File: src/hw/rtl/tcc_pkg.sv
// ----------------------------------------------------------------------------
// tcc_pkg
// shared constants, types and codes for the text console cursor block
// ----------------------------------------------------------------------------
`default_nettype none

package tcc_pkg;

  // screen geometry limits
  localparam int MAX_COLUMNS = 128;
  localparam int MAX_ROWS    = 64;
  localparam int TAB_MAX     = 16;

  // field widths
  localparam int COL_W     = $clog2(MAX_COLUMNS);          // column index
  localparam int COLS_W    = $clog2(MAX_COLUMNS + 1);      // column count
  localparam int ROW_W     = $clog2(MAX_ROWS);             // row index
  localparam int ROWS_W    = $clog2(MAX_ROWS + 1);         // row count
  localparam int PHASE_W   = $clog2(TAB_MAX);              // tab phase
  localparam int TW_W      = $clog2(TAB_MAX + 1);          // tab width
  localparam int TAB_SUM_W = $clog2(MAX_COLUMNS + TAB_MAX); // column plus tab step
  localparam int CHAR_W    = 8;
  localparam int CFG_W     = 8;
  localparam int CFG_IDX_W = 2;

  // raw register widths
  localparam int COLS_REG_W = 8;
  localparam int ROWS_REG_W = 7;
  localparam int TW_REG_W   = 5;

  // register reset values
  localparam int COLS_RESET = 30;
  localparam int ROWS_RESET = 40;
  localparam int TW_RESET   = 4;

  typedef logic [COL_W-1:0]     col_t;
  typedef logic [COLS_W-1:0]    cols_t;
  typedef logic [ROW_W-1:0]     row_t;
  typedef logic [ROWS_W-1:0]    rows_t;
  typedef logic [PHASE_W-1:0]   phase_t;
  typedef logic [TW_W-1:0]      tw_t;
  typedef logic [TAB_SUM_W-1:0] tab_sum_t;
  typedef logic [CHAR_W-1:0]    char_t;

  // register indexes
  typedef enum logic [CFG_IDX_W-1:0] {
    CFG_TEXT_COLUMNS = 2'd0,
    CFG_TEXT_ROWS    = 2'd1,
    CFG_TAB_WIDTH    = 2'd2,
    CFG_UNUSED       = 2'd3
  } cfg_idx_e;

  // character codes
  localparam char_t CHAR_PRINT_MIN = 8'd32;
  localparam char_t CHAR_SPACE     = 8'd32;
  localparam char_t CHAR_BS        = 8'd8;
  localparam char_t CHAR_HT        = 8'd9;
  localparam char_t CHAR_LF        = 8'd10;
  localparam char_t CHAR_VT        = 8'd11;
  localparam char_t CHAR_FF        = 8'd12;
  localparam char_t CHAR_CR        = 8'd13;

  // cursor state
  typedef struct packed {
    row_t   row;
    col_t   col;
    phase_t phase;
  } cursor_t;

  // effective (clamped) geometry
  typedef struct packed {
    cols_t cols;
    rows_t rows;
    tw_t   tw;
  } geom_t;

  // one result item
  typedef struct packed {
    logic  write_valid;
    char_t glyph_code;
    row_t  glyph_row;
    col_t  glyph_col;
    row_t  cursor_row;
    col_t  cursor_col;
  } result_t;

endpackage

`default_nettype wire

File: src/hw/rtl/tcc_step.sv
// ----------------------------------------------------------------------------
// tcc_step
// cursor update and glyph write decode for one character
// ----------------------------------------------------------------------------
`default_nettype none

module tcc_step (
  input  var tcc_pkg::cursor_t cur_i,
  input  var tcc_pkg::geom_t   geom_i,
  input  var tcc_pkg::char_t   char_code_i,
  output tcc_pkg::cursor_t     nxt_o,
  output tcc_pkg::result_t     res_o
);

  tcc_pkg::cursor_t  fix;
  tcc_pkg::rows_t    row_n;
  tcc_pkg::col_t     col_n;
  tcc_pkg::phase_t   phase_n;
  tcc_pkg::cols_t    col_inc;
  tcc_pkg::tw_t      phase_inc;
  tcc_pkg::rows_t    row_inc;
  tcc_pkg::tw_t      tab_step;
  tcc_pkg::tab_sum_t tab_col;
  logic              wv;
  tcc_pkg::char_t    gcode;
  tcc_pkg::col_t     gcol;

  // bring the cursor back inside the current geometry
  always_comb begin
    fix = cur_i;
    if (tcc_pkg::cols_t'(cur_i.col) >= geom_i.cols ||
        tcc_pkg::tw_t'(cur_i.phase) >= geom_i.tw) begin
      fix.col   = '0;
      fix.phase = '0;
    end
    if (tcc_pkg::rows_t'(cur_i.row) >= geom_i.rows) begin
      fix = '0;
    end
  end

  assign col_inc   = tcc_pkg::cols_t'(fix.col) + tcc_pkg::cols_t'(1);
  assign phase_inc = tcc_pkg::tw_t'(fix.phase) + tcc_pkg::tw_t'(1);
  assign row_inc   = tcc_pkg::rows_t'(fix.row) + tcc_pkg::rows_t'(1);
  assign tab_step  = geom_i.tw - tcc_pkg::tw_t'(fix.phase);
  assign tab_col   = tcc_pkg::tab_sum_t'(fix.col) + tcc_pkg::tab_sum_t'(tab_step);

  always_comb begin
    row_n   = tcc_pkg::rows_t'(fix.row);
    col_n   = fix.col;
    phase_n = fix.phase;
    wv      = 1'b0;
    gcode   = '0;
    gcol    = '0;
    if (char_code_i >= tcc_pkg::CHAR_PRINT_MIN) begin
      wv      = 1'b1;
      gcode   = char_code_i;
      gcol    = fix.col;
      col_n   = tcc_pkg::col_t'(col_inc);
      phase_n = (phase_inc >= geom_i.tw) ? '0 : tcc_pkg::phase_t'(phase_inc);
      if (col_inc >= geom_i.cols) begin
        col_n   = '0;
        phase_n = '0;
        row_n   = row_inc;
      end
    end else begin
      unique case (char_code_i)
        tcc_pkg::CHAR_BS: begin
          if (fix.col != '0) begin
            col_n   = fix.col - tcc_pkg::col_t'(1);
            phase_n = (fix.phase == '0) ? tcc_pkg::phase_t'(geom_i.tw - tcc_pkg::tw_t'(1))
                                        : fix.phase - tcc_pkg::phase_t'(1);
            wv      = 1'b1;
            gcode   = tcc_pkg::CHAR_SPACE;
            gcol    = col_n;
          end
        end
        tcc_pkg::CHAR_FF: begin
          row_n   = '0;
          col_n   = '0;
          phase_n = '0;
        end
        tcc_pkg::CHAR_LF: begin
          row_n   = row_inc;
          col_n   = '0;
          phase_n = '0;
        end
        tcc_pkg::CHAR_CR: begin
          col_n   = '0;
          phase_n = '0;
        end
        tcc_pkg::CHAR_HT: begin
          if (tab_col >= tcc_pkg::tab_sum_t'(geom_i.cols)) begin
            row_n = row_inc;
            col_n = '0;
          end else begin
            col_n = tcc_pkg::col_t'(tab_col);
          end
          phase_n = '0;
        end
        tcc_pkg::CHAR_VT: begin
          row_n = row_inc;
        end
        default: begin
          // other control codes leave the cursor alone
        end
      endcase
    end
  end

  // wrap past the last row to home
  always_comb begin
    if (row_n >= geom_i.rows) begin
      nxt_o = '0;
    end else begin
      nxt_o.row   = tcc_pkg::row_t'(row_n);
      nxt_o.col   = col_n;
      nxt_o.phase = phase_n;
    end
  end

  always_comb begin
    res_o.write_valid = wv;
    res_o.glyph_code  = gcode;
    res_o.glyph_row   = wv ? fix.row : '0;
    res_o.glyph_col   = gcol;
    res_o.cursor_row  = nxt_o.row;
    res_o.cursor_col  = nxt_o.col;
  end

endmodule

`default_nettype wire

File: src/hw/rtl/text_console_cursor.sv
// ----------------------------------------------------------------------------
// text_console_cursor
// text terminal cursor control: character stream to glyph cell writes
// ----------------------------------------------------------------------------
// Takes one character code per transaction and returns exactly one result
// transaction with the glyph write (if any) and the cursor position after the
// character. The block sustains one transaction per clock cycle while its
// results are taken: the whole cursor update is a handful of compares and
// increments on small counters, done in one pass between the cursor
// and result registers, so a result appears the cycle after its character.
// The result register decouples the two sides: a new character is taken
// whenever the result register is empty or its contents are taken in the
// same cycle. Geometry registers are clamped when written (zero acts as one,
// large values saturate), and any write to a known register homes the
// cursor. No clearing pass is needed after reset.
// ----------------------------------------------------------------------------
`default_nettype none

module text_console_cursor (
  input  var logic                           clk_i,
  input  var logic                           rst_ni,
  // configuration write port
  input  var logic                           cfg_we_i,
  input  var logic [tcc_pkg::CFG_IDX_W-1:0]  cfg_idx_i,
  input  var logic [tcc_pkg::CFG_W-1:0]      cfg_data_i,
  // character input
  input  var logic                           in_valid_i,
  output logic                               in_ready_o,
  input  var logic [7:0]                     char_code_i,
  // result output
  output logic                               out_valid_o,
  input  var logic                           out_ready_i,
  output logic                               write_valid_o,
  output logic [7:0]                         glyph_code_o,
  output logic [5:0]                         glyph_row_o,
  output logic [6:0]                         glyph_col_o,
  output logic [5:0]                         cursor_row_out_o,
  output logic [6:0]                         cursor_col_out_o
);

  // clamp helpers: zero acts as one, large values saturate
  function automatic tcc_pkg::cols_t clamp_cols(
    input logic [tcc_pkg::COLS_REG_W-1:0] v
  );
    tcc_pkg::cols_t r;
    if (v == '0) begin
      r = tcc_pkg::cols_t'(1);
    end else if (int'(v) > tcc_pkg::MAX_COLUMNS) begin
      r = tcc_pkg::cols_t'(tcc_pkg::MAX_COLUMNS);
    end else begin
      r = tcc_pkg::cols_t'(v);
    end
    return r;
  endfunction

  function automatic tcc_pkg::rows_t clamp_rows(
    input logic [tcc_pkg::ROWS_REG_W-1:0] v
  );
    tcc_pkg::rows_t r;
    if (v == '0) begin
      r = tcc_pkg::rows_t'(1);
    end else if (int'(v) > tcc_pkg::MAX_ROWS) begin
      r = tcc_pkg::rows_t'(tcc_pkg::MAX_ROWS);
    end else begin
      r = tcc_pkg::rows_t'(v);
    end
    return r;
  endfunction

  function automatic tcc_pkg::tw_t clamp_tw(
    input logic [tcc_pkg::TW_REG_W-1:0] v
  );
    tcc_pkg::tw_t r;
    if (v == '0) begin
      r = tcc_pkg::tw_t'(1);
    end else if (int'(v) > tcc_pkg::TAB_MAX) begin
      r = tcc_pkg::tw_t'(tcc_pkg::TAB_MAX);
    end else begin
      r = tcc_pkg::tw_t'(v);
    end
    return r;
  endfunction

  tcc_pkg::geom_t   geom_q, geom_d;
  tcc_pkg::cursor_t cur_q, cur_d;
  tcc_pkg::cursor_t cur_nxt;
  tcc_pkg::result_t res_q, res_d;
  tcc_pkg::result_t res_nxt;
  logic             out_valid_q, out_valid_d;
  logic             in_fire;
  logic             cfg_hit;
  tcc_pkg::cfg_idx_e cfg_idx;

  assign cfg_idx = tcc_pkg::cfg_idx_e'(cfg_idx_i);

  // output register free or being drained this cycle
  assign in_ready_o = ~out_valid_q | out_ready_i;
  assign in_fire    = in_valid_i & in_ready_o;

  // per-character cursor logic
  tcc_step u_step (
    .cur_i       (cur_q),
    .geom_i      (geom_q),
    .char_code_i (char_code_i),
    .nxt_o       (cur_nxt),
    .res_o       (res_nxt)
  );

  // geometry registers, stored already clamped
  always_comb begin
    geom_d  = geom_q;
    cfg_hit = 1'b0;
    if (cfg_we_i) begin
      unique case (cfg_idx)
        tcc_pkg::CFG_TEXT_COLUMNS: begin
          geom_d.cols = clamp_cols(cfg_data_i[tcc_pkg::COLS_REG_W-1:0]);
          cfg_hit     = 1'b1;
        end
        tcc_pkg::CFG_TEXT_ROWS: begin
          geom_d.rows = clamp_rows(cfg_data_i[tcc_pkg::ROWS_REG_W-1:0]);
          cfg_hit     = 1'b1;
        end
        tcc_pkg::CFG_TAB_WIDTH: begin
          geom_d.tw = clamp_tw(cfg_data_i[tcc_pkg::TW_REG_W-1:0]);
          cfg_hit   = 1'b1;
        end
        default: begin
          // unknown index: write dropped, cursor kept
        end
      endcase
    end
  end

  // cursor: a known register write homes it, otherwise it follows each character
  always_comb begin
    priority if (cfg_hit) begin
      cur_d = '0;
    end else if (in_fire) begin
      cur_d = cur_nxt;
    end else begin
      cur_d = cur_q;
    end
  end

  // result register and its valid flag
  always_comb begin
    out_valid_d = out_valid_q;
    res_d       = res_q;
    if (in_fire) begin
      out_valid_d = 1'b1;
      res_d       = res_nxt;
    end else if (out_ready_i) begin
      out_valid_d = 1'b0;
    end
  end

  always_ff @(posedge clk_i or negedge rst_ni) begin
    if (!rst_ni) begin
      geom_q.cols <= tcc_pkg::cols_t'(tcc_pkg::COLS_RESET);
      geom_q.rows <= tcc_pkg::rows_t'(tcc_pkg::ROWS_RESET);
      geom_q.tw   <= tcc_pkg::tw_t'(tcc_pkg::TW_RESET);
      cur_q       <= '0;
      out_valid_q <= 1'b0;
    end else begin
      geom_q      <= geom_d;
      cur_q       <= cur_d;
      out_valid_q <= out_valid_d;
    end
  end

  // payload only, no reset needed
  always_ff @(posedge clk_i) begin
    res_q <= res_d;
  end

  assign out_valid_o      = out_valid_q;
  assign write_valid_o    = res_q.write_valid;
  assign glyph_code_o     = res_q.glyph_code;
  assign glyph_row_o      = res_q.glyph_row;
  assign glyph_col_o      = res_q.glyph_col;
  assign cursor_row_out_o = res_q.cursor_row;
  assign cursor_col_out_o = res_q.cursor_col;

endmodule

`default_nettype wire

File: config.mk
export PLATFORM = sky130hd
export DESIGN_NAME = text_console_cursor
export DESIGN_NICKNAME = d
export VERILOG_FILES = /design/src/hw/rtl/tcc_pkg.sv /design/src/hw/rtl/tcc_step.sv /design/src/hw/rtl/text_console_cursor.sv
export SDC_FILE = /design/constraint.sdc
export NUM_CORES = 1
export LEC_CHECK = 0
export ABC_AREA = 1
export BUFFER_PORTS_ARGS = -buffer_cell sky130_fd_sc_hd__buf_2
export CORE_UTILIZATION = 45
export CTS_BUF_LIST = sky130_fd_sc_hd__clkbuf_4 sky130_fd_sc_hd__clkbuf_8
export CTS_CLUSTER_DIAMETER = 150
export DETAILED_ROUTE_END_ITERATION = 8
export GPL_TIMING_DRIVEN = 0
export PLACE_DENSITY_LB_ADDON = 0.05
export SKIP_CTS_REPAIR_TIMING = 1
export SYNTH_ARGS = -nofsm -noshare
export SYNTH_HDL_FRONTEND = slang
export SYNTH_SLANG_ARGS = --single-unit
File: constraint.sdc
create_clock -name clk_i -period 7.5 [get_ports clk_i]
set_clock_uncertainty 0.15 [all_clocks]
set_input_delay 1.5 -clock clk_i [delete_from_list [all_inputs] [get_ports clk_i]]
set_output_delay 1.5 -clock clk_i [all_outputs]
set_load 0.005 [all_outputs]
==> impl_metrics.env, run 1 <==
export IMPL_rr_startpoint="geom_q[10]$_DFFE_PN1P_"
export IMPL_vias_per_cell=5.17
export IMPL_vdd_drop_max_uv=126
export IMPL_die_y_um=115
export IMPL_synth_edff_count=35
export IMPL_hold_ws_ns=0.380
export IMPL_path_delay_family="simple AND/OR/NAND/NOR gates"
export IMPL_synth_cell_types=50
export IMPL_cp_slowest_cell="dfstp_2"
export IMPL_hold_depth=2
export IMPL_final_cell_area_mm2=0.00660
export IMPL_r2r_setup_slack_ns=0.49
export IMPL_synthCells=726
export IMPL_yosys_top_cells_count="nand2_1 (147), inv_1 (134), ha_1 (63)"
export IMPL_min_to="cur_q[8]$_DFFE_PN0P_"
export IMPL_crit_type="register to register"
export IMPL_portBuffers=59
export IMPL_ant_nets=0
export IMPL_crit_path_end_kind="register"
export IMPL_n_antenna_cell=0
export IMPL_cts_buffer_depth=2
export IMPL_dpl_cell_area_mm2=0.00627
export IMPL_finalPower_w=0.00184
export IMPL_yosysTopAreaCell="edfxtp_1"
export IMPL_synth_seq_cells=73
export IMPL_grt_start_max_net_pins=39
export IMPL_grt_ovfl_total=0
export IMPL_required_ns=7.66
export IMPL_slew_viol_final=0
export IMPL_first_global_vias=4807
export IMPL_tightest_slew_ns=0.827
export IMPL_drcViolationCount=0
export IMPL_first_pass_iters=5
export IMPL_synthTopCellsByArea="edfxtp_1 (18%), ha_1 (14%), dfrtp_1 (13%), nand2_1 (9.6%), inv_1 (8.7%)"
export IMPL_tritoncts="done"
export IMPL_reg2reg_depth=40
export IMPL_grt_pass1_wl_um=24100
export IMPL_setup_violations=0
export IMPL_critPathMaxFanout=10
export IMPL_p_per_area_mw_per_mm2=279
export IMPL_yosys_warnings=0
export IMPL_wirelength_um=14800
export IMPL_max_stage_delay_ns=0.52
export IMPL_yosysMostFrequentCell="nand2_1"
export IMPL_yosysSeqAreaShare_pct=34.9
export IMPL_synth_top_cell_area_share_pct=18.2
export IMPL_syn_to_final_growth_pct=14.6
export IMPL_postLayoutCoreUtil_pct=53.8
export IMPL_cts_max_level=3
export IMPL_synthArstFlopShare_pct=52.1
export IMPL_critPathLaunchType="register"
export IMPL_cp_common_cell="nand2_1"
export IMPL_pin_count=60
export IMPL_status="complete, no violations"
export IMPL_hp_class="register to register"
export IMPL_insertion_delay_ns=0.37
export IMPL_min_delay_start="cur_q[8]$_DFFE_PN0P_"
export IMPL_numCtsBuffers=9
export IMPL_antenna_found_initial=0
export IMPL_synth_main_ff_cell="edfxtp_1"
export IMPL_max_cap_viol_count=0
export IMPL_leakage_nw=3.41
export IMPL_start_util_pct=47.0
export IMPL_fp_row_count=40
export IMPL_hold_viol_final=0
export IMPL_path_buf_inv=8
export IMPL_gp_congestion=0.918
export IMPL_final_setup_tns_ns=0
export IMPL_die_x_um=115
export IMPL_core_mm2=0.0123
export IMPL_hpwl_um=12100
export IMPL_first_iter_violations=306
export IMPL_synth_fp_nets=814
export IMPL_wire_per_inst_um=15.2
export IMPL_die_area_mm2=0.0133
export IMPL_root_buffer="clkbuf_8"
export IMPL_max_clock_freq_ghz=0.143
export IMPL_worst_path_stages=40
export IMPL_fin_crit_ns=7.01
export IMPL_vias=5021
export IMPL_arrival_ns=7.17
export IMPL_slew_headroom_pct=44.8
export IMPL_cts_sinks=73
export IMPL_nets=886
export IMPL_synth_avg_cell_area_um2=7.94
export IMPL_synth_area_mm2=0.00576
export IMPL_grt_usage_pct=24.1
export IMPL_layout_drive_gt1_share_pct=18.6
export IMPL_cts_reportedPaths_clkPinSlew_ns=0.08
export IMPL_final_min_period_over_clock_period_pct=93.4
export IMPL_r2r_end="cur_q[5]$_DFFE_PN0P_"
state kept, by name, summed over array words and instances (netlist names):
signal	flops
write_valid_o	1
cursor_row_out_o	6
geom_q	20
cursor_col_out_o	7
out_valid_o	1
glyph_col_o	7
glyph_row_o	6
cur_q	17
glyph_code_o	8
metal layers:
layer | GRT usage (%) | share of wire, %
met2 | 38.9 | 45
met3 | 3.27 | 4.7
met1 | 32.7 | 48
met4 | 9.70 | 2.5
met5 | 0 | 0
per-stage QoR:
stage	instances	setup WS [ns]
after floorplan	726	1.27
after global placement	953	-0.226
after detailed placement	953	-0.283
after CTS	969	-0.333
after global routing	971	-0.0268
final	971	0.492
cells in the final DEF (no fill, tap or decap), drive strengths merged, types with 14 or more instances in the layout:
cell type  count
a21oi         36
buf           63
clkbuf        17
dfrtp         31
edfxtp        35
ha            63
inv          139
nand2        164
nand3         37
nand4         15
nor2          67
o21ai         51
xor2          14
report_power, final:
group	switching [W]	internal, W	total (W)
clock network	0.000159	0.000205	0.000364
logic	0.000604	0.000347	0.000951
registers	0.0000335	0.000497	0.000530
worst min-delay path, cell delays in order (launching register included):
cell and delay (ns):
dfrtp_1 0.38, nand2_1 0.06, nand2_1 0.05
logic make-up after synthesis:
family / Yosys count / share of synthesized area, %
adders and majority gates: 65 / 14.4
and+or+nand+nor: 303 / 25.9
AOI/OAI and AO/OA: 116 / 11.5
xor gates and xnor gates: 20 / 3.04
buffers and inverters: 149 / 10.2
DFF: 73 / 34.9
cell type report:
cell class / count / area (um^2)
clock buffer: 12 / 153
timing repair buffer: 61 / 330
multi-input combinational: 504 / 3230
buffer: 7 / 50.0
fill: 1179 / 5660
sequential: 73 / 2010
clock inverter: 4 / 77.6
inverter: 142 / 546
tap: 168 / 210
worst max-delay path by stage:
stage / slack (ns) / to / from
6_report: 0.49 / cur_q[5]$_DFFE_PN0P_ / geom_q[10]$_DFFE_PN1P_
5_1_grt: -0.03 / cur_q[5]$_DFFE_PN0P_ / geom_q[10]$_DFFE_PN1P_
4_1_cts: -0.33 / cur_q[5]$_DFFE_PN0P_ / geom_q[15]$_DFFE_PN1P_
3_5_place_dp: -0.28 / cur_q[5]$_DFFE_PN0P_ / geom_q[15]$_DFFE_PN1P_
3_3_place_gp: -0.23 / cur_q[5]$_DFFE_PN0P_ / geom_q[2]$_DFFE_PN1P_
2_1_floorplan: 1.27 / cursor_col_out_o[6]$_DFFE_PP_ / geom_q[15]$_DFFE_PN1P_
(Power assumes the default switching activity.)
==> run 2: changes to the inputs <==
--- a/config.mk
+++ b/config.mk
@@ -8,7 +8,7 @@
 export ABC_AREA = 1
 export BUFFER_PORTS_ARGS = -buffer_cell sky130_fd_sc_hd__buf_2
 export CORE_UTILIZATION = 45
-export CTS_BUF_LIST = sky130_fd_sc_hd__clkbuf_4 sky130_fd_sc_hd__clkbuf_8
+export CTS_BUF_LIST = sky130_fd_sc_hd__clkbuf_8
 export CTS_CLUSTER_DIAMETER = 150
 export DETAILED_ROUTE_END_ITERATION = 8
 export GPL_TIMING_DRIVEN = 0
==> impl_metrics.env, run 2 (synthesized netlist as in run 1, its figures left out) <==
export IMPL_sw_frac_of_total_pct=43.4
export IMPL_worst_path_stages=40
export IMPL_path_buf_inv=8
export IMPL_start_util_pct=47.0
export IMPL_wirelength_um=14800
export IMPL_switching_power_w=0.000797
export IMPL_power_internal_w=0.00104
export IMPL_max_stage_delay_ns=0.52
export IMPL_vias=5021
export IMPL_final_cell_mix="nand2_1 (145), inv_1 (133), ha_1 (63), buf_2 (59), nor2_1 (55)"
export IMPL_postLayoutCoreUtil_pct=53.8
export IMPL_portBuffers=59
export IMPL_p_per_area_mw_per_mm2=278
export IMPL_grt_start_max_net_pins=39
export IMPL_largest_register="geom_q"
export IMPL_hp_class="register to register"
export IMPL_first_iter_violations=336
export IMPL_cts_reportedPaths_clkPinSlew_ns=0.08
export IMPL_setup_slack_ns=0.492
export IMPL_insertion_delay_ns=0.37
export IMPL_final_min_period_over_clock_period_pct=93.4
export IMPL_grt_usage_pct=24.2
export IMPL_slew_viol_final=0
export IMPL_nets=886
export IMPL_vdd_drop_max_uv=126
export IMPL_max_clock_freq_ghz=0.143
export IMPL_clock_power_share_pct=19.3
export IMPL_crit_path_end_kind="register"
export IMPL_pin_count=60
export IMPL_numCtsBuffers=9
export IMPL_status="complete, no violations"
export IMPL_required_ns=7.66
export IMPL_fp_row_count=40
export IMPL_cts_buffer_depth=2
export IMPL_pwr_share_seq_pct=28.9
export IMPL_syn_to_final_growth_pct=14.4
export IMPL_die_area_mm2=0.0133
export IMPL_combPwrFrac_pct=51.9
export IMPL_tightest_slew_ns=0.827
export IMPL_grt_pass1_wl_um=24100
export IMPL_dpl_cell_area_mm2=0.00627
export IMPL_tritoncts="done"
export IMPL_hpwl_um=12100
export IMPL_drcViolationCount=0
export IMPL_largest_reg_flops=20
export IMPL_pre_cts_ws_ns=-0.283
export IMPL_cp_common_cell="nand2_1"
export IMPL_fin_crit_ns=7.01
export IMPL_die_x_um=115
export IMPL_vias_per_cell=5.17
export IMPL_ant_nets=0
export IMPL_cts_sinks=73
export IMPL_core_mm2=0.0123
export IMPL_gp_congestion=0.918
export IMPL_min_delay_start="cur_q[8]$_DFFE_PN0P_"
export IMPL_first_pass_iters=5
export IMPL_n_antenna_cell=0
export IMPL_layout_drive_gt1_share_pct=18.3
export IMPL_path_delay_family="simple AND/OR/NAND/NOR gates"
export IMPL_grt_ovfl_total=0
export IMPL_final_common_cell="nand2_1"
export IMPL_antenna_found_initial=0
export IMPL_final_cell_area_mm2=0.00660
export IMPL_critPathLaunchType="register"
export IMPL_die_y_um=115
export IMPL_cp_slowest_cell="dfstp_2"
export IMPL_rr_startpoint="geom_q[10]$_DFFE_PN1P_"
export IMPL_max_cap_viol_count=0
export IMPL_r2r_setup_slack_ns=0.49
export IMPL_cts_max_level=3
export IMPL_wire_per_inst_um=15.2
export IMPL_r2r_end="cur_q[5]$_DFFE_PN0P_"
export IMPL_min_to="cur_q[8]$_DFFE_PN0P_"
export IMPL_hold_depth=2
export IMPL_reg2reg_depth=40
export IMPL_final_setup_tns_ns=0
export IMPL_hold_viol_final=0
export IMPL_crit_type="register to register"
export IMPL_hold_ws_ns=0.380
export IMPL_critPathMaxFanout=10
export IMPL_root_buffer="clkbuf_8"
export IMPL_first_global_vias=4822
export IMPL_setup_violations=0
export IMPL_arrival_ns=7.17
export IMPL_leakage_nw=3.41
export IMPL_slew_headroom_pct=44.9
## run 2: worst reg2reg max path: cells and delay by family, from the launching register on
| kind | cells | cell delay (ns) |
|---|---|---|
| and+or+nand+nor | 17 | 2.25 |
| adders and majority gates | 6 | 1.92 |
| xor gates and xnor gates | 2 | 0.27 |
| AOI/OAI and AO/OA | 7 | 1.09 |
| buffers and inverters | 8 | 0.73 |
| DFF | 1 | 0.52 |
## run 2: how the worst max path moves through the flow
stage	slack [ns]	end	start
global placement	-0.23	cur_q[5]$_DFFE_PN0P_	geom_q[2]$_DFFE_PN1P_
global route	-0.03	cur_q[5]$_DFFE_PN0P_	geom_q[10]$_DFFE_PN1P_
finish	0.49	cur_q[5]$_DFFE_PN0P_	geom_q[10]$_DFFE_PN1P_
CTS	-0.33	cur_q[5]$_DFFE_PN0P_	geom_q[15]$_DFFE_PN1P_
floorplan	1.27	cursor_col_out_o[6]$_DFFE_PP_	geom_q[15]$_DFFE_PN1P_
detailed placement	-0.28	cur_q[5]$_DFFE_PN0P_	geom_q[15]$_DFFE_PN1P_
## run 2: cell type report
class / count / area [um^2]
multi-input cells: 504 / 3230
well taps: 168 / 210
repair buffers: 61 / 330
clock buffers: 10 / 138
plain buffers: 7 / 50.0
flip-flops and latches: 73 / 2010
clock inverters: 6 / 85.1
fillers: 1179 / 5670
inverters: 142 / 546
## run 2: power groups by stage
stage	Sequential, W	Clock (W)	Combinational [W]
finish	0.000530	0.000354	0.000952
global route	0.000536	0.000374	0.00109
CTS	0.000530	0.000363	0.000922
detailed placement	0.000538	0	0.000917
global placement	0.000537	0	0.000896
floorplan	0.000533	0	0.000676
## run 2: metal layers
layer	vias up	part of all wire, %	GRT usage (%)
met3	25	4.8	3.11
met2	145	45	39.1
met1	2328	48	32.7
met4	0	2.5	9.96
li1	2523	-	-
met5	-	0	0
## run 2: through the flow
| stage | cells | power (W) |
|---|---|---|
| 2_1_floorplan | 726 | 0.00121 |
| 4_1_cts | 969 | 0.00181 |
| 5_1_grt | 971 | 0.00200 |
| 3_5_place_dp | 953 | 0.00145 |
| 3_3_place_gp | 953 | 0.00143 |
| 6_report | 971 | 0.00184 |
